`config.mk`:
```
export PLATFORM = sky130hd
export DESIGN_NAME = sumo_robot_mode_controller_unit
export DESIGN_NICKNAME = d
export VERILOG_FILES = /design/src/smrmc_pkg.sv /design/src/smrmc_cfg_regs.sv /design/src/smrmc_core.sv /design/src/sumo_robot_mode_controller_unit.sv
export SDC_FILE = /design/constraint.sdc
export NUM_CORES = 1
export LEC_CHECK = 0
export ABC_AREA = 1
export BUFFER_PORTS_ARGS = -buffer_cell sky130_fd_sc_hd__buf_2
export CORE_MARGIN = 2
export CORE_UTILIZATION = 55
export DETAILED_ROUTE_END_ITERATION = 7
export PLACE_DENSITY_LB_ADDON = 0.2
export SYNTH_ARGS = -nofsm -noshare
export SYNTH_HDL_FRONTEND = slang
export SYNTH_SLANG_ARGS = --single-unit
```
`constraint.sdc`:
```
create_clock -name i_clk -period 3.6 [get_ports i_clk]
set_input_delay 0.18 -clock i_clk [delete_from_list [all_inputs] [get_ports i_clk]]
set_output_delay 0.18 -clock i_clk [all_outputs]
set_load 0.01 [all_outputs]
```
`src/smrmc_pkg.sv`:
```
// Shared codes, register indexes and types for the sumo robot mode controller.
package smrmc_pkg;

    // Phase codes.
    localparam logic [1:0] PH_IDLE   = 2'd0;
    localparam logic [1:0] PH_COUNT  = 2'd1;
    localparam logic [1:0] PH_ACTIVE = 2'd2;
    localparam logic [1:0] PH_REV    = 2'd3;

    // Mode codes.
    localparam logic [2:0] M_ATTACK  = 3'd0;
    localparam logic [2:0] M_SEARCH  = 3'd1;
    localparam logic [2:0] M_BACK    = 3'd2;
    localparam logic [2:0] M_LEFT    = 3'd3;
    localparam logic [2:0] M_LEFT45  = 3'd4;
    localparam logic [2:0] M_RIGHT   = 3'd5;
    localparam logic [2:0] M_RIGHT45 = 3'd6;

    // Configuration register indexes.
    localparam int CFG_IDX_W = 3;
    localparam int CFG_DATA_W = 16;
    localparam logic [CFG_IDX_W-1:0] CFG_THRESHOLD  = 3'd0;
    localparam logic [CFG_IDX_W-1:0] CFG_SPEED_MAX  = 3'd1;
    localparam logic [CFG_IDX_W-1:0] CFG_SPEED_BASE = 3'd2;
    localparam logic [CFG_IDX_W-1:0] CFG_SPEED_MIN  = 3'd3;
    localparam logic [CFG_IDX_W-1:0] CFG_LED_ON     = 3'd4;
    localparam logic [CFG_IDX_W-1:0] CFG_START      = 3'd5;
    localparam logic [CFG_IDX_W-1:0] CFG_REVERSE    = 3'd6;

    // Distance sensor lanes, in the order they are packed on the input stream.
    localparam int DI_CENTER  = 0;
    localparam int DI_LEFT    = 1;
    localparam int DI_LEFT45  = 2;
    localparam int DI_RIGHT45 = 3;
    localparam int DI_RIGHT   = 4;
    localparam int NUM_DIST   = 5;

    localparam int THR_BITS = 12;

    // Register reset values.
    localparam logic [THR_BITS-1:0] RST_THRESHOLD  = 12'd2000;
    localparam logic [7:0]          RST_SPEED_MAX  = 8'd160;
    localparam logic [7:0]          RST_SPEED_BASE = 8'd140;
    localparam logic [7:0]          RST_SPEED_MIN  = 8'd120;
    localparam logic [15:0]         RST_LED_ON     = 16'd3000;
    localparam logic [15:0]         RST_START      = 16'd5000;
    localparam logic [9:0]          RST_REVERSE    = 10'd100;

    typedef struct packed {
        logic [THR_BITS-1:0] threshold;
        logic [7:0]          speed_max;
        logic [7:0]          speed_base;
        logic [7:0]          speed_min;
        logic [15:0]         led_on_ms;
        logic [15:0]         start_ms;
        logic [9:0]          reverse_ms;
    } t_cfg;

    // Result item; the last member sits in the lowest bits of the stream word.
    typedef struct packed {
        logic [2:0] mode_now;
        logic [1:0] phase_now;
        logic       warning_led;
        logic [8:0] right_drive;
        logic [8:0] left_drive;
    } t_result;

endpackage

```
`src/smrmc_cfg_regs.sv`:
```
// Configuration register file for the sumo robot mode controller.
module smrmc_cfg_regs
    import smrmc_pkg::*;
(
    input  logic                  i_clk,
    input  logic                  i_rst_n,
    input  logic                  i_wr,
    input  logic [CFG_IDX_W-1:0]  i_index,
    input  logic [CFG_DATA_W-1:0] i_data,
    output t_cfg                  o_cfg
);

    t_cfg r_cfg;

    // Each write updates one register; unknown indexes are dropped.
    always_ff @(posedge i_clk) begin
        if (!i_rst_n) begin
            r_cfg.threshold  <= RST_THRESHOLD;
            r_cfg.speed_max  <= RST_SPEED_MAX;
            r_cfg.speed_base <= RST_SPEED_BASE;
            r_cfg.speed_min  <= RST_SPEED_MIN;
            r_cfg.led_on_ms  <= RST_LED_ON;
            r_cfg.start_ms   <= RST_START;
            r_cfg.reverse_ms <= RST_REVERSE;
        end else if (i_wr) begin
            case (i_index)
                CFG_THRESHOLD:  r_cfg.threshold  <= i_data[THR_BITS-1:0];
                CFG_SPEED_MAX:  r_cfg.speed_max  <= i_data[7:0];
                CFG_SPEED_BASE: r_cfg.speed_base <= i_data[7:0];
                CFG_SPEED_MIN:  r_cfg.speed_min  <= i_data[7:0];
                CFG_LED_ON:     r_cfg.led_on_ms  <= i_data[15:0];
                CFG_START:      r_cfg.start_ms   <= i_data[15:0];
                CFG_REVERSE:    r_cfg.reverse_ms <= i_data[9:0];
                default: ;
            endcase
        end
    end

    assign o_cfg = r_cfg;

endmodule

```
`src/smrmc_core.sv`:
```
// Controller state and its one-tick update for the sumo robot mode controller.
module smrmc_core
    import smrmc_pkg::*;
#(
    parameter int ADC_BITS = 12
) (
    input  logic                               i_clk,
    input  logic                               i_rst_n,
    input  logic                               i_step,
    input  t_cfg                               i_cfg,
    input  logic                               i_button,
    input  logic [NUM_DIST-1:0][ADC_BITS-1:0]  i_dist,
    input  logic                               i_line_rear,
    input  logic                               i_line_left,
    input  logic                               i_line_right,
    output t_result                            o_result
);

    localparam int CW = (ADC_BITS > THR_BITS) ? ADC_BITS : THR_BITS;

    logic [1:0]  r_phase,   n_phase;
    logic [15:0] r_elapsed, n_elapsed;
    logic [2:0]  r_mode,    n_mode;
    logic [9:0]  r_rev,     n_rev;
    logic [2:0]  r_pend,    n_pend;
    logic [8:0]  r_left,    n_left;
    logic [8:0]  r_right,   n_right;
    logic        r_led,     n_led;

    logic [NUM_DIST-1:0] seen;
    logic [15:0] elapsed_inc;
    logic [2:0]  sel_mode;
    logic [9:0]  rev_load;
    logic [9:0]  rev_src;
    logic [9:0]  rev_dec;
    logic [8:0]  drv_max, drv_base, drv_min, drv_rev;

    // Opponent detection per distance lane.
    always_comb begin
        for (int i = 0; i < NUM_DIST; i++) begin
            seen[i] = CW'(i_dist[i]) >= CW'(i_cfg.threshold);
        end
    end

    assign elapsed_inc = (r_elapsed != 16'hFFFF) ? r_elapsed + 16'd1 : r_elapsed;
    assign drv_max  = {1'b0, i_cfg.speed_max};
    assign drv_base = {1'b0, i_cfg.speed_base};
    assign drv_min  = {1'b0, i_cfg.speed_min};
    assign drv_rev  = 9'd0 - drv_min;
    assign rev_load = (i_cfg.reverse_ms == 10'd0) ? 10'd1 : i_cfg.reverse_ms;

    // Reverse counter source: running count while reversing, fresh load on an edge.
    assign rev_src = (r_phase == PH_REV) ? r_rev : rev_load;
    assign rev_dec = (rev_src != 10'd0) ? rev_src - 10'd1 : 10'd0;

    // Mode choice by sensor priority, then line-edge overrides.
    always_comb begin
        sel_mode = r_mode;
        if (seen[DI_CENTER]) begin
            sel_mode = M_ATTACK;
        end else if (seen[DI_LEFT]) begin
            sel_mode = M_LEFT;
        end else if (seen[DI_RIGHT]) begin
            sel_mode = M_RIGHT;
        end else if (seen[DI_LEFT45]) begin
            sel_mode = M_LEFT45;
        end else if (seen[DI_RIGHT45]) begin
            sel_mode = M_RIGHT45;
        end
        if (i_line_left || i_line_right) begin
            sel_mode = M_BACK;
        end else if (i_line_rear) begin
            sel_mode = M_ATTACK;
        end
    end

    // Next state for one tick.
    always_comb begin
        n_phase   = r_phase;
        n_elapsed = r_elapsed;
        n_mode    = r_mode;
        n_rev     = r_rev;
        n_pend    = r_pend;
        n_left    = r_left;
        n_right   = r_right;
        n_led     = r_led;
        case (r_phase)
            PH_IDLE: begin
                if (i_button) begin
                    n_elapsed = 16'd0;
                    n_phase   = PH_COUNT;
                    n_led     = 1'b0;
                end
            end
            PH_COUNT: begin
                n_elapsed = elapsed_inc;
                n_led = (elapsed_inc >= i_cfg.led_on_ms) && (elapsed_inc < i_cfg.start_ms);
                if (elapsed_inc >= i_cfg.start_ms) begin
                    n_phase = PH_ACTIVE;
                    n_led   = 1'b0;
                end
                n_left  = 9'd0;
                n_right = 9'd0;
            end
            PH_REV: begin
                n_rev = rev_dec;
                if (rev_dec == 10'd0) begin
                    n_mode  = r_pend;
                    n_phase = PH_ACTIVE;
                end else begin
                    n_mode  = M_BACK;
                    n_phase = PH_REV;
                end
                n_left  = drv_rev;
                n_right = drv_rev;
            end
            default: begin
                n_mode = sel_mode;
                case (sel_mode)
                    M_SEARCH, M_RIGHT: begin
                        n_left  = drv_min;
                        n_right = drv_max;
                    end
                    M_RIGHT45: begin
                        n_left  = drv_base;
                        n_right = drv_max;
                    end
                    M_LEFT: begin
                        n_left  = drv_max;
                        n_right = drv_min;
                    end
                    M_LEFT45: begin
                        n_left  = drv_max;
                        n_right = drv_base;
                    end
                    M_ATTACK: begin
                        n_left  = drv_max;
                        n_right = drv_max;
                    end
                    M_BACK: begin
                        // The side to search afterwards is fixed at the edge.
                        n_pend = i_line_rear ? M_LEFT : M_RIGHT;
                        n_rev  = rev_dec;
                        if (rev_dec == 10'd0) begin
                            n_mode  = n_pend;
                            n_phase = PH_ACTIVE;
                        end else begin
                            n_mode  = M_BACK;
                            n_phase = PH_REV;
                        end
                        n_left  = drv_rev;
                        n_right = drv_rev;
                    end
                    default: ;
                endcase
            end
        endcase
    end

    // State registers advance once per tick item.
    always_ff @(posedge i_clk) begin
        if (!i_rst_n) begin
            r_phase   <= PH_IDLE;
            r_elapsed <= 16'd0;
            r_mode    <= M_SEARCH;
            r_rev     <= 10'd0;
            r_pend    <= M_SEARCH;
            r_left    <= 9'd0;
            r_right   <= 9'd0;
            r_led     <= 1'b0;
        end else if (i_step) begin
            r_phase   <= n_phase;
            r_elapsed <= n_elapsed;
            r_mode    <= n_mode;
            r_rev     <= n_rev;
            r_pend    <= n_pend;
            r_left    <= n_left;
            r_right   <= n_right;
            r_led     <= n_led;
        end
    end

    // The result of a tick is the state after it.
    assign o_result.left_drive  = n_left;
    assign o_result.right_drive = n_right;
    assign o_result.warning_led = n_led;
    assign o_result.phase_now   = n_phase;
    assign o_result.mode_now    = n_mode;

endmodule

```
`src/sumo_robot_mode_controller_unit.sv`:
```
// Top level of the sumo robot mode controller: stream ports, item and result registers.
//
// Usage: one input transaction carries one millisecond tick: the start button,
// five distance samples and three line flags. Each tick gives exactly one result
// transaction with the signed wheel drives, the warning LED, the phase and the mode.
// Configuration registers are written over the cfg channel (index, data), which is
// always ready; write them only while no tick is in flight.
// A tick accepted on the slave side is held in the input register and processed by
// the state update when it advances, which also loads the result register, so the
// result is shown on the master side from the result register. Throughput is one
// tick per cycle while the receiver takes results; the state update is a single
// registered pass, so ticks may follow back to back.
// Reset (synchronous, active low) puts the controller in the idle phase with zero
// drives, search mode and the default register values; no clearing pass is needed.
// When the receiver stalls, the result register holds its transaction and the input
// register still takes one more tick; after that the slave side deasserts tready.
module sumo_robot_mode_controller_unit
    import smrmc_pkg::*;
#(
    parameter int ADC_BITS = 12
) (
    input  logic                  i_clk,
    input  logic                  i_rst_n,
    // Tick input stream.
    input  logic                  i_s_tvalid,
    output logic                  o_s_tready,
    // Fields from bit 0 up: start_button, dist_center, dist_left, dist_left45,
    // dist_right45, dist_right, line_rear, line_left, line_right, zero fill.
    input  logic [((4+5*ADC_BITS+7)/8)*8-1:0] i_s_tdata,
    // Result output stream.
    output logic                  o_m_tvalid,
    input  logic                  i_m_tready,
    // Fields from bit 0 up: left_drive, right_drive, warning_led, phase_now, mode_now.
    output logic [23:0]           o_m_tdata,
    // Configuration write channel.
    input  logic                  i_cfg_valid,
    output logic                  o_cfg_ready,
    input  logic [CFG_IDX_W-1:0]  i_cfg_index,
    input  logic [CFG_DATA_W-1:0] i_cfg_data
);

    localparam int LINE_LSB = 1 + NUM_DIST * ADC_BITS;
    localparam int IN_BITS  = LINE_LSB + 3;

    logic               r_in_valid;
    logic [IN_BITS-1:0] r_in_data;
    logic               r_out_valid;
    t_result            r_out;
    t_result            result;
    t_cfg               cfg;
    logic               s_fire;
    logic               advance;

    assign advance    = r_in_valid && (!r_out_valid || i_m_tready);
    assign o_s_tready = !r_in_valid || advance;
    assign s_fire     = i_s_tvalid && o_s_tready;
    assign o_cfg_ready = 1'b1;

    smrmc_cfg_regs u_cfg (
        .i_clk   (i_clk),
        .i_rst_n (i_rst_n),
        .i_wr    (i_cfg_valid),
        .i_index (i_cfg_index),
        .i_data  (i_cfg_data),
        .o_cfg   (cfg)
    );

    smrmc_core #(
        .ADC_BITS (ADC_BITS)
    ) u_core (
        .i_clk        (i_clk),
        .i_rst_n      (i_rst_n),
        .i_step       (advance),
        .i_cfg        (cfg),
        .i_button     (r_in_data[0]),
        .i_dist       (r_in_data[LINE_LSB-1:1]),
        .i_line_rear  (r_in_data[LINE_LSB]),
        .i_line_left  (r_in_data[LINE_LSB+1]),
        .i_line_right (r_in_data[LINE_LSB+2]),
        .o_result     (result)
    );

    // Input item register.
    always_ff @(posedge i_clk) begin
        if (!i_rst_n) begin
            r_in_valid <= 1'b0;
        end else begin
            r_in_valid <= s_fire || (r_in_valid && !advance);
        end
    end

    always_ff @(posedge i_clk) begin
        if (s_fire) begin
            r_in_data <= i_s_tdata[IN_BITS-1:0];
        end
    end

    // Result register.
    always_ff @(posedge i_clk) begin
        if (!i_rst_n) begin
            r_out_valid <= 1'b0;
        end else begin
            r_out_valid <= advance || (r_out_valid && !i_m_tready);
        end
    end

    always_ff @(posedge i_clk) begin
        if (advance) begin
            r_out <= result;
        end
    end

    assign o_m_tvalid = r_out_valid;
    assign o_m_tdata  = r_out;

`ifndef ASSERT_OFF
    // A reversing tick always reports the back mode.
    a_rev_mode: assert property (@(posedge i_clk) disable iff (!i_rst_n)
        advance && (result.phase_now == PH_REV) |-> result.mode_now == M_BACK)
        else $error("reversing phase without back mode");

    // Countdown ticks never drive the wheels.
    a_count_stop: assert property (@(posedge i_clk) disable iff (!i_rst_n)
        advance && (result.phase_now == PH_COUNT)
            |-> (result.left_drive == 9'd0) && (result.right_drive == 9'd0))
        else $error("wheels driven during countdown");

    // A processed tick always leaves a result waiting on the master side.
    a_result_shown: assert property (@(posedge i_clk) disable iff (!i_rst_n)
        advance |=> r_out_valid)
        else $error("processed tick produced no result");
`endif

endmodule
```
Word-level counts from Yosys, hierarchy flattened
Index checks and enable logic that the tools add are counted.

Flip-flop bits (word level): 221. Word-level logic and storage cells: 121.

$lt $le $gt $ge: 8. Multiplexer cells: 32. Equality and inequality tests: 16. Bitwise gates (word level): 2. Reduce and logical (&&, ||, !) cells: 37. Add/subtract/negate cells: 3.

Operators by type and width (count): one-hot mux 9 bit (4 select lines) (2); >= comparator 12 bit (5); one-hot mux 9 bit (3 select lines) (2); two-way mux 10 bit (4); two-way mux 3 bit (11); >= comparator 16 bit (2); two-way mux 16 bit (2); one-hot mux 16 bit (2 select lines) (1); zero test 10 bit (2); one-hot mux 10 bit (2 select lines) (1); == test 3 bit (second input constant) (6); adder 16 x 1 -> 16 bit (second input constant) (1); < comparator 16 bit (1); != test 16 bit (second input constant) (1); AND reduction 2 bit (7); == test 3 x 2 -> 1 bit (second input constant) (4); nonzero test 10 bit (1); subtractor 10 x 1 -> 10 bit (second input constant) (1); AND reduction 3 bit (3); subtractor 1 x 8 -> 9 bit (first input constant) (1); == test 3 x 1 -> 1 bit (second input constant) (2); zero test 3 bit (2); two-way mux 2 bit (3); one-hot mux 2 bit (3 select lines) (1); 15 further kinds (32).

Logic depth before layout (Yosys ltp)
Gate-level depths: netlist of the first run.

Depth in word-level cells: 12. Mapped depth: 24. Gate-level depth less buffers: 23.

By module
Synthesis of the first run repeated with hierarchy kept, for this count alone.

Cells, all modules: 1672. Area, all modules: 12419.4 µm².

By module, submodules not included: smrmc_core (instances 1, cells each 1144, area each 6675.2 µm², sequential area each 1041.0 µm²); smrmc_cfg_regs (instances 1, cells each 425, area each 2995.4 µm², sequential area each 1561.5 µm²); sumo_robot_mode_controller_unit (instances 1, cells each 103, area each 2748.9 µm², sequential area each 2682.6 µm²).

Least setup slack after synthesis of the first run
No wires, ideal clock.

Kind: reg-to-reg. Start: register u_core.r_elapsed[4]. End: register u_core.r_led. Cell stages (with the launch flop): 24. Data arrival time: 2.759 ns. Clock period less this slack: 2.815 ns. Library setup time: 0.056 ns. Data required time: 3.544 ns. Setup slack: 0.785 ns. Buffers on the path: 0. Cell sequence: dfxtp_1 nand2_1 nor2_1 nand3_1 nor2_1 inv_1 nor3_1 nor3_1 nand2_1 xnor2_1 ha_1 a21oi_1 nor2_1 nor2_1 nand2_1 a21oi_1 nor2_1 o21bai_1 nand3_1 nor2_1 o311ai_0 nand3_1 nand2_1 inv_1.

Word-level cells in the longest chain between the ends: 6.

RTL lines: from (decl) (line smrmc_core.sv:22) `logic [15:0] r_elapsed, n_elapsed;`; from (signal assigned) (line smrmc_core.sv:173) `r_elapsed <= n_elapsed;`; adder 16 x 1 -> 16 bit or != test 16 bit (tied branches) (line smrmc_core.sv:45) `assign elapsed_inc = (r_elapsed != 16'hFFFF) ? r_elapsed + 16'd1 : r_elapsed;`; two-way mux 16 bit (*) (line smrmc_core.sv:45); >= comparator 16 bit or < comparator 16 bit (tied branches) (line smrmc_core.sv:97) `n_led = (elapsed_inc >= i_cfg.led_on_ms) && (elapsed_inc < i_cfg.start_ms);`; logical AND 1 bit (line smrmc_core.sv:97); two-way mux 1 bit (*) (line smrmc_core.sv:98) `if (elapsed_inc >= i_cfg.start_ms) begin`; one-hot mux 1 bit (2 select lines) (*) (line smrmc_core.sv:87) `case (r_phase)`; to (signal assigned) (line smrmc_core.sv:179) `r_led <= n_led;`; to (decl) (line smrmc_core.sv:28) `logic r_led, n_led;`.

Mark *: on every way between the ends. The rest lies on a longest branch, timed or not. A chain may end at the register's enable or synchronous reset.

==> out/results.txt, run 1 <==
outcome: finished clean
Worst Skew: 0.0145 ns
Worst-Skew Late Latency: 0.53 ns
post-detail-place hpwl: 21100 microns
Final #Nets: 1947
pwr dens: 418 mW/mm^2
worst min-delay path class: primary input to flop
setup tns final: 0 ns
CTS buffer count: 25
via count: 10902
Max Clk Rate: 301 MHz
sequential share of power: 45.2%
multi-input logic area: 0.00571 sq mm
Synth Instances: 1576
Std-Cell Rows: 54
worst path arrival time: 3.59 ns
period utilization: 92.3%
largest cells by area after synthesis: dfxtp_1 (22%), edfxtp_1 (22%), nand2_1 (12%), ha_1 (9.9%), inv_1 (7.2%)
largest area contributor in the netlist: dfxtp_1
ratio of cells with drive above 1 in the final layout: 11.8%
synthesized flop and latch total: 220
final worst setup slack: 0.278 ns
iteration-0 DRC count of the detailed router: 738
Synth Area per Inst: 7.68 sq um
depth of the worst hold-timing path: 3
Switching Fraction: 24.4%
P_leak: 7.03 nW
P_sw: 1.49 mW
met1 Resource Use GR: 33.9%
DIE WIDTH: 152 microns
Setup WS pre-CTS: 0.371 ns
Int Power: 4.61 mW
Critical Path Source Type: flop
clk buf depth: 3
met3 usage in global routing: 3.67%
Die ar.: 0.0232 sq mm
pin count of the biggest net entering global routing: 87
clock share of power: 43.8%
Synth warnings: 0
clock sink count: 220
root buffer cell: clkbuf_16
Core ar.: 0.0217 sq mm
H-tree depth: 1
post-synth top area share: 21.8%
Synth Net Count: 1760
Mapped Area: 0.0121 sq mm
vias in the first global route: 10551
remaining antenna violation count: 0
WL/cell: 15.0 microns
unrepaired setup endpoints after global routing: false
Total Wirelength: 31000 microns
worst slew pin tran: 1.12 ns
minimum clock period: 3.32 ns
Area Growth Syn to Fin: 20.5%
input/output buffers: 113
initial antenna violation count: 1
GP Congestion: 0.924
CTS clk-pin slew, worst paths: 0.06 ns
cell count of the worst reg-to-reg path: 15
IO Pins: 115
fillcell total: 1796
critical path fanouts, max: 4
Logic pwr share: 11.0%
Crit Path Class: flop to flop
final hold viol count: 0
GR peak layer: met2
Seq. cell area: 0.00529 sq mm
Post-CTS Setup Bufs: 0
CTS tree: done
Max VDD drop: 0.523 mV
DRT Pass-1 Iters: 5
via density per instance: 5.28
max-slew violations: 0
worst path required time: 3.87 ns
first-pass GRT wire length: 50800 microns
die height: 152 microns
number of max-cap violations: 0
Initial Util: 55.8%
GRT Util Overall: 26.4%
post-synth cell types: 48
final setup violating endpoints: 0
sequential share of the synthesized area: 43.7%
Crit. End Element: flop
met2 Track Usage GR: 45.7%
Congestion Overflow GR: 0
Worst slew margin: 25.0%
drt drc: 0
[final timing paths]
path                                    start                      endpoint  slack (ns)
max          u_core.r_elapsed[3]$_SDFFE_PN0P_       o_m_tdata[18]$_DFFE_PP_        0.28
min                             i_cfg_data[4]  u_cfg.o_cfg[30]$_SDFFE_PN1P_        0.03
max reg2reg  u_core.r_elapsed[3]$_SDFFE_PN0P_       o_m_tdata[18]$_DFFE_PP_        0.28
min reg2reg      u_core.r_rev[7]$_SDFFE_PN0P_  u_core.r_rev[7]$_SDFFE_PN0P_        0.45
[registers in the layout, summed over array words and instances, names as in the netlist]
signal            cells
u_cfg.o_cfg          78
r_in_data            64
o_m_tdata            24
u_core.r_elapsed     16
u_core.r_rev         10
u_core.r_left         9
u_core.r_right        9
u_core.r_mode         3
u_core.r_pend         2
u_core.r_phase        2
o_m_tvalid            1
r_in_valid            1
u_core.r_led          1
[logic make-up after synthesis]
logic type / synth area share, %
AND/OR/NAND/NOR: 24.3
buffers and inverters: 9.30
AO/OA/AOI/OAI: 11.7
flip-flops: 43.7
adder cells (fa/ha/maj): 9.92
XOR/XNOR: 1.01
other: 0.0310
[cell usage after synthesis (all sizes together)]
library cell	number
conb	1
a2111oi	1
edfxtp	88
clkinv	1
nand3	87
nand4	36
o21a	1
a41oi	1
buf	16
a21oi	110
a211oi	4
o31ai	1
o21ai	99
nand2	388
and3	1
ha	96
nand3b	3
or2	1
o22ai	2
a31oi	1
nor4	3
clkbuf	33
nor3	20
nor2	164
o211ai	22
a21o	4
dfxtp	132
inv	238
a21boi	1
xor2	11
o2111ai	2
xnor2	3
o311ai	1
a31o	1
o21bai	3
[area by class of cell]
type / instances / share of cell area, %
multi-input combinational: 1068 / 39.2
sequential: 220 / 36.2
timing repair buffer: 209 / 10.1
inverter: 239 / 6.15
clock buffer: 37 / 5.11
tap: 280 / 2.40
clock inverter: 9 / 0.823
antenna: 1 / 0.0172
[stage by stage]
step                hold slack, ns  cell area (sq um)  power [mW]  utilization, %  std cells
global route                0.0388              14600        6.32            67.2       2062
finish                      0.0345              14600        6.10            67.3       2063
CTS                         0.0188              14600        6.11            67.2       2062
global placement             0.356              13000        3.38            59.7       1941
detailed placement           0.358              13000        3.40            59.7       1941
floorplan                    0.279              12100        3.19               -       1576
[layout by cell type (no fill, tap or decap), types with 3 or more instances in the layout]
| cell | netlist | routed |
|---|---|---|
| a21oi_1 | 108 | 108 |
| nand2_1 | 379 | 379 |
| clkbuf_2 | 0 | 3 |
| xor2_1 | 11 | 11 |
| dlygate4sd3_1 | 0 | 75 |
| nor2_2 | 5 | 5 |
| inv_2 | 5 | 7 |
| clkinv_1 | 1 | 4 |
| o21ai_2 | 6 | 6 |
| clkbuf_8 | 0 | 5 |
| buf_4 | 3 | 21 |
| inv_1 | 233 | 231 |
| nand2_2 | 8 | 8 |
| a211oi_1 | 4 | 4 |
| nand3_1 | 86 | 86 |
| nand4_1 | 36 | 36 |
| o21ai_0 | 84 | 84 |
| buf_2 | 9 | 113 |
| a21o_1 | 4 | 4 |
| clkbuf_16 | 0 | 26 |
| bufinv_16 | 0 | 3 |
| ha_1 | 96 | 96 |
| nand3b_1 | 3 | 3 |
| nor3_1 | 20 | 18 |
| o211ai_1 | 22 | 22 |
| dfxtp_1 | 132 | 132 |
| edfxtp_1 | 88 | 88 |
| nor2_1 | 157 | 157 |
| clkbuf_1 | 33 | 3 |
| xnor2_1 | 3 | 3 |
| o21ai_1 | 9 | 9 |
[layer usage]
metal / wire (microns) / vias to the layer above
met3: 1830 / 72
li1: - / 5542
met2: 14700 / 327
met1: 13500 / 4961
met4: 991 / 0
met5: 0 / -
[power groups by stage]
stage,Combinational (mW),Sequential [mW],Clock [mW]
after floorplan,0.389,2.80,0
after global placement,0.574,2.81,0
after detailed placement,0.590,2.81,0
after CTS,0.658,2.76,2.70
after global routing,0.757,2.77,2.80
final,0.671,2.76,2.67
[repair_timing]
| action | CTS | global route |
|---|---|---|
| endpoints found under the hold margin | 86 | 0 |
| resized for setup | 0 | 3 |
| endpoints found under the setup margin | 0 | 2 |
| hold buffers | 75 | 0 |
[critical path: stages, from the launching register on]
cell and delay, ns:
dfxtp_1 0.38, inv_1 0.09, nor3_1 0.27, nand2_1 0.12, nor2_1 0.14, and3_1 0.22, nand3_1 0.12, o21ai_0 0.21
nand3b_1 0.19, ha_1 0.33, nand2_1 0.11, nor2_1 0.06, a211oi_1 0.18, o31ai_1 0.14, o311ai_0 0.39, nand2_1 0.10
(Power assumes the default switching activity.)
==> run 2, diff against run 1 <==
--- a/config.mk
+++ b/config.mk
@@ -6,10 +6,11 @@
 export NUM_CORES = 1
 export LEC_CHECK = 0
 export ABC_AREA = 1
-export BUFFER_PORTS_ARGS = -buffer_cell sky130_fd_sc_hd__buf_2
+export BUFFER_PORTS_ARGS = -buffer_cell sky130_fd_sc_hd__buf_4
 export CORE_MARGIN = 2
 export CORE_UTILIZATION = 55
 export DETAILED_ROUTE_END_ITERATION = 7
+export GPL_TIMING_DRIVEN = 0
 export PLACE_DENSITY_LB_ADDON = 0.2
 export SYNTH_ARGS = -nofsm -noshare
 export SYNTH_HDL_FRONTEND = slang
==> out/results.txt, run 2 (synthesis results as in run 1) <==
Worst-Skew Late Latency: 0.55 ns (was 0.53 ns)
P_leak: 7.23 nW (was 7.03 nW)
sequential share of power: 45.4% (was 45.2%)
CTS tree: done (unchanged)
Area Growth Syn to Fin: 25.1% (was 20.5%)
most common cell after layout, fill and taps aside: nand2_1 (unchanged)
pwr dens: 402 mW/mm^2 (was 418 mW/mm^2)
clk buf depth: 3 (unchanged)
GRT Util Overall: 29.7% (was 26.4%)
vias in the first global route: 11080 (was 10551)
Total Wirelength: 34900 microns (was 31000 microns)
first-pass GRT wire length: 56100 microns (was 50800 microns)
Max Used Layer: met4 (unchanged)
worst path arrival time: 3.74 ns (was 3.59 ns)
Final #Nets: 1987 (was 1947)
critical path fanouts, max: 5 (was 4)
IO Pins: 115 (unchanged)
Max Clk Rate: 288 MHz (was 301 MHz)
Worst slew margin: 38.4% (was 25.0%)
H-tree depth: 1 (unchanged)
most frequent cells in the layout: nand2_1 (379), inv_1 (230), nor2_1 (153) (was nand2_1 (379), inv_1 (231), nor2_1 (157))
iteration-0 DRC count of the detailed router: 739 (was 738)
Die ar.: 0.0232 sq mm (unchanged)
Critical Path Source Type: flop (unchanged)
Max VDD drop: 0.396 mV (was 0.523 mV)
root buffer cell: clkbuf_16 (unchanged)
Crit Path Class: flop to flop (unchanged)
initial antenna violation count: 2 (was 1)
setup tns final: 0 ns (unchanged)
CTS clk-pin slew, worst paths: 0.06 ns (about the same)
remaining antenna violation count: 0 (unchanged)
via count: 11425 (was 10902)
worst min-delay path class: primary input to flop (unchanged)
WL met3: 2240 microns (was 1830 microns)
Switching Fraction: 26.2% (was 24.4%)
pin count of the biggest net entering global routing: 37 (was 87)
CTS buffer count: 26 (was 25)
Worst Skew: 0.0186 ns (was 0.0145 ns)
WL/cell: 16.6 microns (was 15.0 microns)
routed wire length on met2: 16600 microns (was 14700 microns)
die height: 152 microns (unchanged)
final hold viol count: 0 (unchanged)
Logic pwr share: 12.3% (was 11.0%)
Initial Util: 55.8% (unchanged)
ratio of cells with drive above 1 in the final layout: 12.8% (was 11.8%)
outcome: finished clean (unchanged)
clock sink count: 220 (unchanged)
fillcell total: 1712 (was 1796)
Crit. End Element: flop (unchanged)
Int Power: 4.49 mW (was 4.61 mW)
minimum clock period: 3.47 ns (was 3.32 ns)
DRT Pass-1 Iters: 6 (was 5)
via density per instance: 5.43 (was 5.28)
Congestion Overflow GR: 0 (unchanged)
max-slew violations: 0 (unchanged)
drt drc: 0 (unchanged)
max reg flops: 78 (unchanged)
final setup violating endpoints: 0 (unchanged)
post-detail-place hpwl: 24700 microns (was 21100 microns)
Post-Route M1 WL: 14700 microns (was 13500 microns)
Std-Cell Rows: 54 (unchanged)
period utilization: 96.4% (was 92.3%)
input/output buffers: 113 (unchanged)
worst path required time: 3.86 ns (was 3.87 ns)
clock share of power: 42.3% (was 43.8%)
P_sw: 1.59 mW (was 1.49 mW)
number of max-cap violations: 0 (unchanged)
worst slew pin tran: 0.917 ns (was 1.12 ns)
worst hold slack: 0.138 ns (was 0.0345 ns)
Core ar.: 0.0217 sq mm (unchanged)
DIE WIDTH: 152 microns (unchanged)
GP Congestion: 0.959 (was 0.924)
flop-to-flop setup slack: 0.13 ns (was 0.28 ns)
==> run 2: cell count changes in the layout (fill, tap and decap cells not counted), moves of 4 or more <==
cell	delta
buf_2	-105
buf_4	+97
clkbuf_1	+33
dlygate4sd3_1	+8
nor2_1	-4
==> run 2: layer usage <==
layer | vias to the layer above | global-route usage (%)
met5 | - | 0
met4 | 0 | 11.5
met3 | 90 | 4.15
met2 | 405 | 51.0
met1 | 5309 | 38.1
li1 | 5621 | -
==> run 2: final timing paths <==
kind	from	endpoint	depth (start not counted)
worst max-delay path	u_core.r_elapsed[0]$_SDFFE_PN0P_	o_m_tdata[20]$_DFFE_PP_	19
worst min-delay path	i_cfg_index[1]	u_cfg.o_cfg[72]$_SDFFE_PN1P_	6
worst max register to register	u_core.r_elapsed[0]$_SDFFE_PN0P_	o_m_tdata[20]$_DFFE_PP_	19
worst min register to register	u_core.r_pend[1]$_SDFFE_PN0P_	u_core.r_pend[1]$_SDFFE_PN0P_	2
==> run 2: stage by stage <==
stage	worst slack (ns)	utilization [%]	instance area (sq um)	cells	power (mW)
after floorplan	0.785	-	12100	1576	3.19
after global placement	-0.0681	61.3	13300	1969	3.43
after detailed placement	-0.0984	61.4	13300	1970	3.46
after CTS	0.0613	69.2	15000	2101	6.07
after global routing	-0.0927	69.9	15200	2105	6.30
final	0.128	69.9	15200	2105	6.09
==> run 2: worst max-delay path, stage by stage (launching register included) <==
cell and delay, ns:
dfxtp_1 0.40, ha_2 0.27, nand3_1 0.11, nor4_2 0.28, nand2_1 0.18, nand2_1 0.18
nor2_1 0.08, xor2_1 0.18, ha_1 0.20, a21oi_1 0.16, nor2_1 0.06, nor2_1 0.10
nand2_1 0.08, a21oi_2 0.13, nor2_1 0.06, o21bai_1 0.18, nand3_2 0.21, nor2_4 0.18
buf_4 0.12, nor2_1 0.04
==> run 2: area by class of cell <==
type	count	area (sq um)	area share, %
multi-input cells	1068	5820	38.4
flip-flops and latches	220	5290	34.9
repair buffers	199	1710	11.3
inverters	239	897	5.92
clock buffers	37	762	5.03
well taps	280	350	2.31
plain buffers	49	233	1.54
clock inverters	11	77.6	0.512
diodes	2	5.00	0.0330
==> run 2: power groups by stage <==
stage          Sequential, mW  Clock (mW)  Combinational, mW
2_1_floorplan            2.80           0              0.389
3_3_place_gp             2.81           0              0.624
3_5_place_dp             2.81           0              0.648
4_1_cts                  2.76        2.58              0.724
5_1_grt                  2.77        2.69              0.832
6_report                 2.76        2.58              0.749
==> run 2: repair_timing <==
action / 4_1_cts / 5_1_grt
pin swaps: 0 / 5
resized for setup: 2 / 32
setup endpoints to repair: 2 / 54
setup buffers: 0 / 2
hold buffers: 83 / 0
hold endpoints to repair: 126 / 0
==> run 3, diff against run 2 <==
==> constraint.sdc (replaced) <==
create_clock -name i_clk -period 3.6 [get_ports i_clk]
set_input_delay 0.36 -clock i_clk [delete_from_list [all_inputs] [get_ports i_clk]]
set_output_delay 0.36 -clock i_clk [all_outputs]
set_load 0.01 [all_outputs]
==> out/results.txt, run 3 (synthesis results as in run 1) <==
outcome: finished clean (unchanged)
pwr dens: 406 mW/mm^2 (was 402 mW/mm^2)
ratio of cells with drive above 1 in the final layout: 12.9% (was 12.8%)
Max Clk Rate: 289 MHz (was 288 MHz)
GRT Util Overall: 29.3% (was 29.7%)
Critical Path Source Type: flop (unchanged)
number of antenna diodes: 0 (was 2)
Initial Util: 55.8% (unchanged)
CTS buffer count: 26 (unchanged)
input/output buffers: 113 (unchanged)
remaining antenna violation count: 0 (unchanged)
worst hold slack: 0.0355 ns (was 0.138 ns)
Int Power: 4.48 mW (was 4.49 mW)
number of max-cap violations: 0 (unchanged)
Total Wirelength: 34700 microns (was 34900 microns)
final cell count without fillers: 2082 (was 2105)
Crit path buffers/inverters: 1 (unchanged)
GP Congestion: 0.959 (unchanged)
drt drc: 0 (unchanged)
first-pass GRT wire length: 55400 microns (was 56100 microns)
clk buf depth: 3 (unchanged)
clock share of power: 42.5% (was 42.3%)
Worst path slowest cell: dfxtp_1 (unchanged)
CTS clk-pin slew, worst paths: 0.06 ns (about the same)
max reg flops: 78 (unchanged)
Finished Cell Area: 0.0149 sq mm (was 0.0152 sq mm)
initial antenna violation count: 0 (was 2)
die height: 152 microns (unchanged)
sequential share of power: 45.5% (was 45.4%)
Post-DP Area: 0.0133 sq mm (unchanged)
Congestion Overflow GR: 0 (unchanged)
final hold viol count: 0 (unchanged)
critical path fanouts, max: 5 (unchanged)
pin count of the biggest net entering global routing: 37 (unchanged)
Pwr Total: 6.07 mW (was 6.09 mW)
Most Frequent Cell on Critical Path: nor2_1 (unchanged)
Max VDD drop: 0.405 mV (was 0.396 mV)
CP delay by family, top: simple AND/OR/NAND/NOR gates (unchanged)
via count: 11307 (was 11425)
most frequent cells in the layout: nand2_1 (379), inv_1 (231), nor2_1 (152) (was nand2_1 (379), inv_1 (230), nor2_1 (153))
worst path arrival time: 3.73 ns (was 3.74 ns)
Setup WS pre-CTS: -0.0984 ns (unchanged)
Logic pwr share: 12.0% (was 12.3%)
DP Cell Count: 1970 (unchanged)
P_sw: 1.59 mW (about the same)
H-tree depth: 1 (unchanged)
final setup violating endpoints: 0 (unchanged)
minimum clock period: 3.47 ns (about the same)
final worst setup slack: 0.134 ns (was 0.128 ns)
most common cell after layout, fill and taps aside: nand2_1 (unchanged)
Core ar.: 0.0217 sq mm (unchanged)
Crit. End Element: flop (unchanged)
worst path required time: 3.87 ns (was 3.86 ns)
P_leak: 7.12 nW (was 7.23 nW)
setup tns final: 0 ns (unchanged)
unrepaired setup endpoints after global routing: true
period utilization: 96.3% (was 96.4%)
worst slew pin tran: 0.922 ns (was 0.917 ns)
IO Pins: 115 (unchanged)
vias in the first global route: 10881 (was 11080)
iteration-0 DRC count of the detailed router: 830 (was 739)
Area Growth Syn to Fin: 23.3% (was 25.1%)
root buffer cell: clkbuf_16 (unchanged)
Core Util, Final: 68.8% (was 69.9%)
Die ar.: 0.0232 sq mm (unchanged)
via density per instance: 5.43 (about the same)
Worst-Skew Late Latency: 0.55 ns (about the same)
worst min-delay path class: primary input to flop (unchanged)
Worst slew margin: 38.1% (was 38.4%)
Switching Fraction: 26.2% (about the same)
Crit Path Class: flop to flop (unchanged)
crit path cell chain: ha_2 -> nand3_1 -> nor4_2 -> nand2_1 -> nand2_1 -> nor2_1 -> xor2_1 -> ha_1 -> a21oi_1 -> nor2_1 -> nor2_1 -> nand2_1 -> a21oi_2 -> nor2_1 -> o21bai_1 -> nand3_2 -> nor2_4 -> buf_4 -> nor2_1 (unchanged)
post-detail-place hpwl: 24700 microns (unchanged)
CTS tree: done (unchanged)
max-slew violations: 0 (unchanged)
Std-Cell Rows: 54 (unchanged)
clock sink count: 220 (unchanged)
Final #Nets: 1966 (was 1987)
WL/cell: 16.7 microns (was 16.6 microns)
CP max stage delay: 0.40 ns (about the same)
DRT Pass-1 Iters: 8 (was 6)
Worst Skew: 0.0145 ns (was 0.0186 ns)
DIE WIDTH: 152 microns (unchanged)
-- run 3: routing by layer --
metal	share of wire, %	track usage, %	vias up
li1	-	-	5583
met1	42	37.8	5248
met2	48	50.7	405
met3	6.3	3.87	71
met4	3.4	10.3	0
met5	0	0	-
-- run 3: power groups by stage --
| stage | sequential, mW | combinational (mW) | clock, mW |
|---|---|---|---|
| final | 2.76 | 0.729 | 2.58 |
| after global routing | 2.77 | 0.811 | 2.69 |
| after CTS | 2.76 | 0.705 | 2.58 |
| after detailed placement | 2.81 | 0.648 | 0 |
| after global placement | 2.81 | 0.624 | 0 |
| after floorplan | 2.80 | 0.389 | 0 |
-- run 3: worst paths after layout --
path                                                        from                      endpoint  slack [ns]  cells past startpoint
worst max-delay path            u_core.r_elapsed[0]$_SDFFE_PN0P_       o_m_tdata[20]$_DFFE_PP_        0.13                     19
worst min register to register      u_core.r_rev[5]$_SDFFE_PN0P_  u_core.r_rev[5]$_SDFFE_PN0P_        0.46                      2
worst max register to register  u_core.r_elapsed[0]$_SDFFE_PN0P_       o_m_tdata[20]$_DFFE_PP_        0.13                     19
worst min-delay path                               i_s_tdata[18]       r_in_data[18]$_DFFE_PP_        0.04                      1
-- run 3: area by class of cell --
| class | count | area, sq um |
|---|---|---|
| Buffer | 49 | 229 |
| Timing Repair Buffer | 178 | 1510 |
| Inverter | 239 | 897 |
| Multi-Input combinational cell | 1068 | 5820 |
| Tap cell | 280 | 350 |
| Clock inverter | 11 | 77.6 |
| Clock buffer | 37 | 762 |
| Fill cell | 1740 | 6760 |
| Sequential cell | 220 | 5290 |
-- run 3: worst reg2reg max path: stages, from the launching register on --
cell      delay (ns)
dfxtp_1         0.40
ha_2            0.27
nand3_1         0.12
nor4_2          0.28
nand2_1         0.18
nand2_1         0.18
nor2_1          0.08
xor2_1          0.18
ha_1            0.20
a21oi_1         0.15
nor2_1          0.06
nor2_1          0.10
nand2_1         0.07
a21oi_2         0.13
nor2_1          0.05
o21bai_1        0.17
nand3_2         0.22
nor2_4          0.19
buf_4           0.12
nor2_1          0.04
-- run 3: what timing repair did --
action                     CTS  global route
setup buffers                0             1
setup endpoints to repair    2            44
hold endpoints to repair    60             3
pin swaps                    0             4
hold buffers                60             3
gates resized for setup      2            28
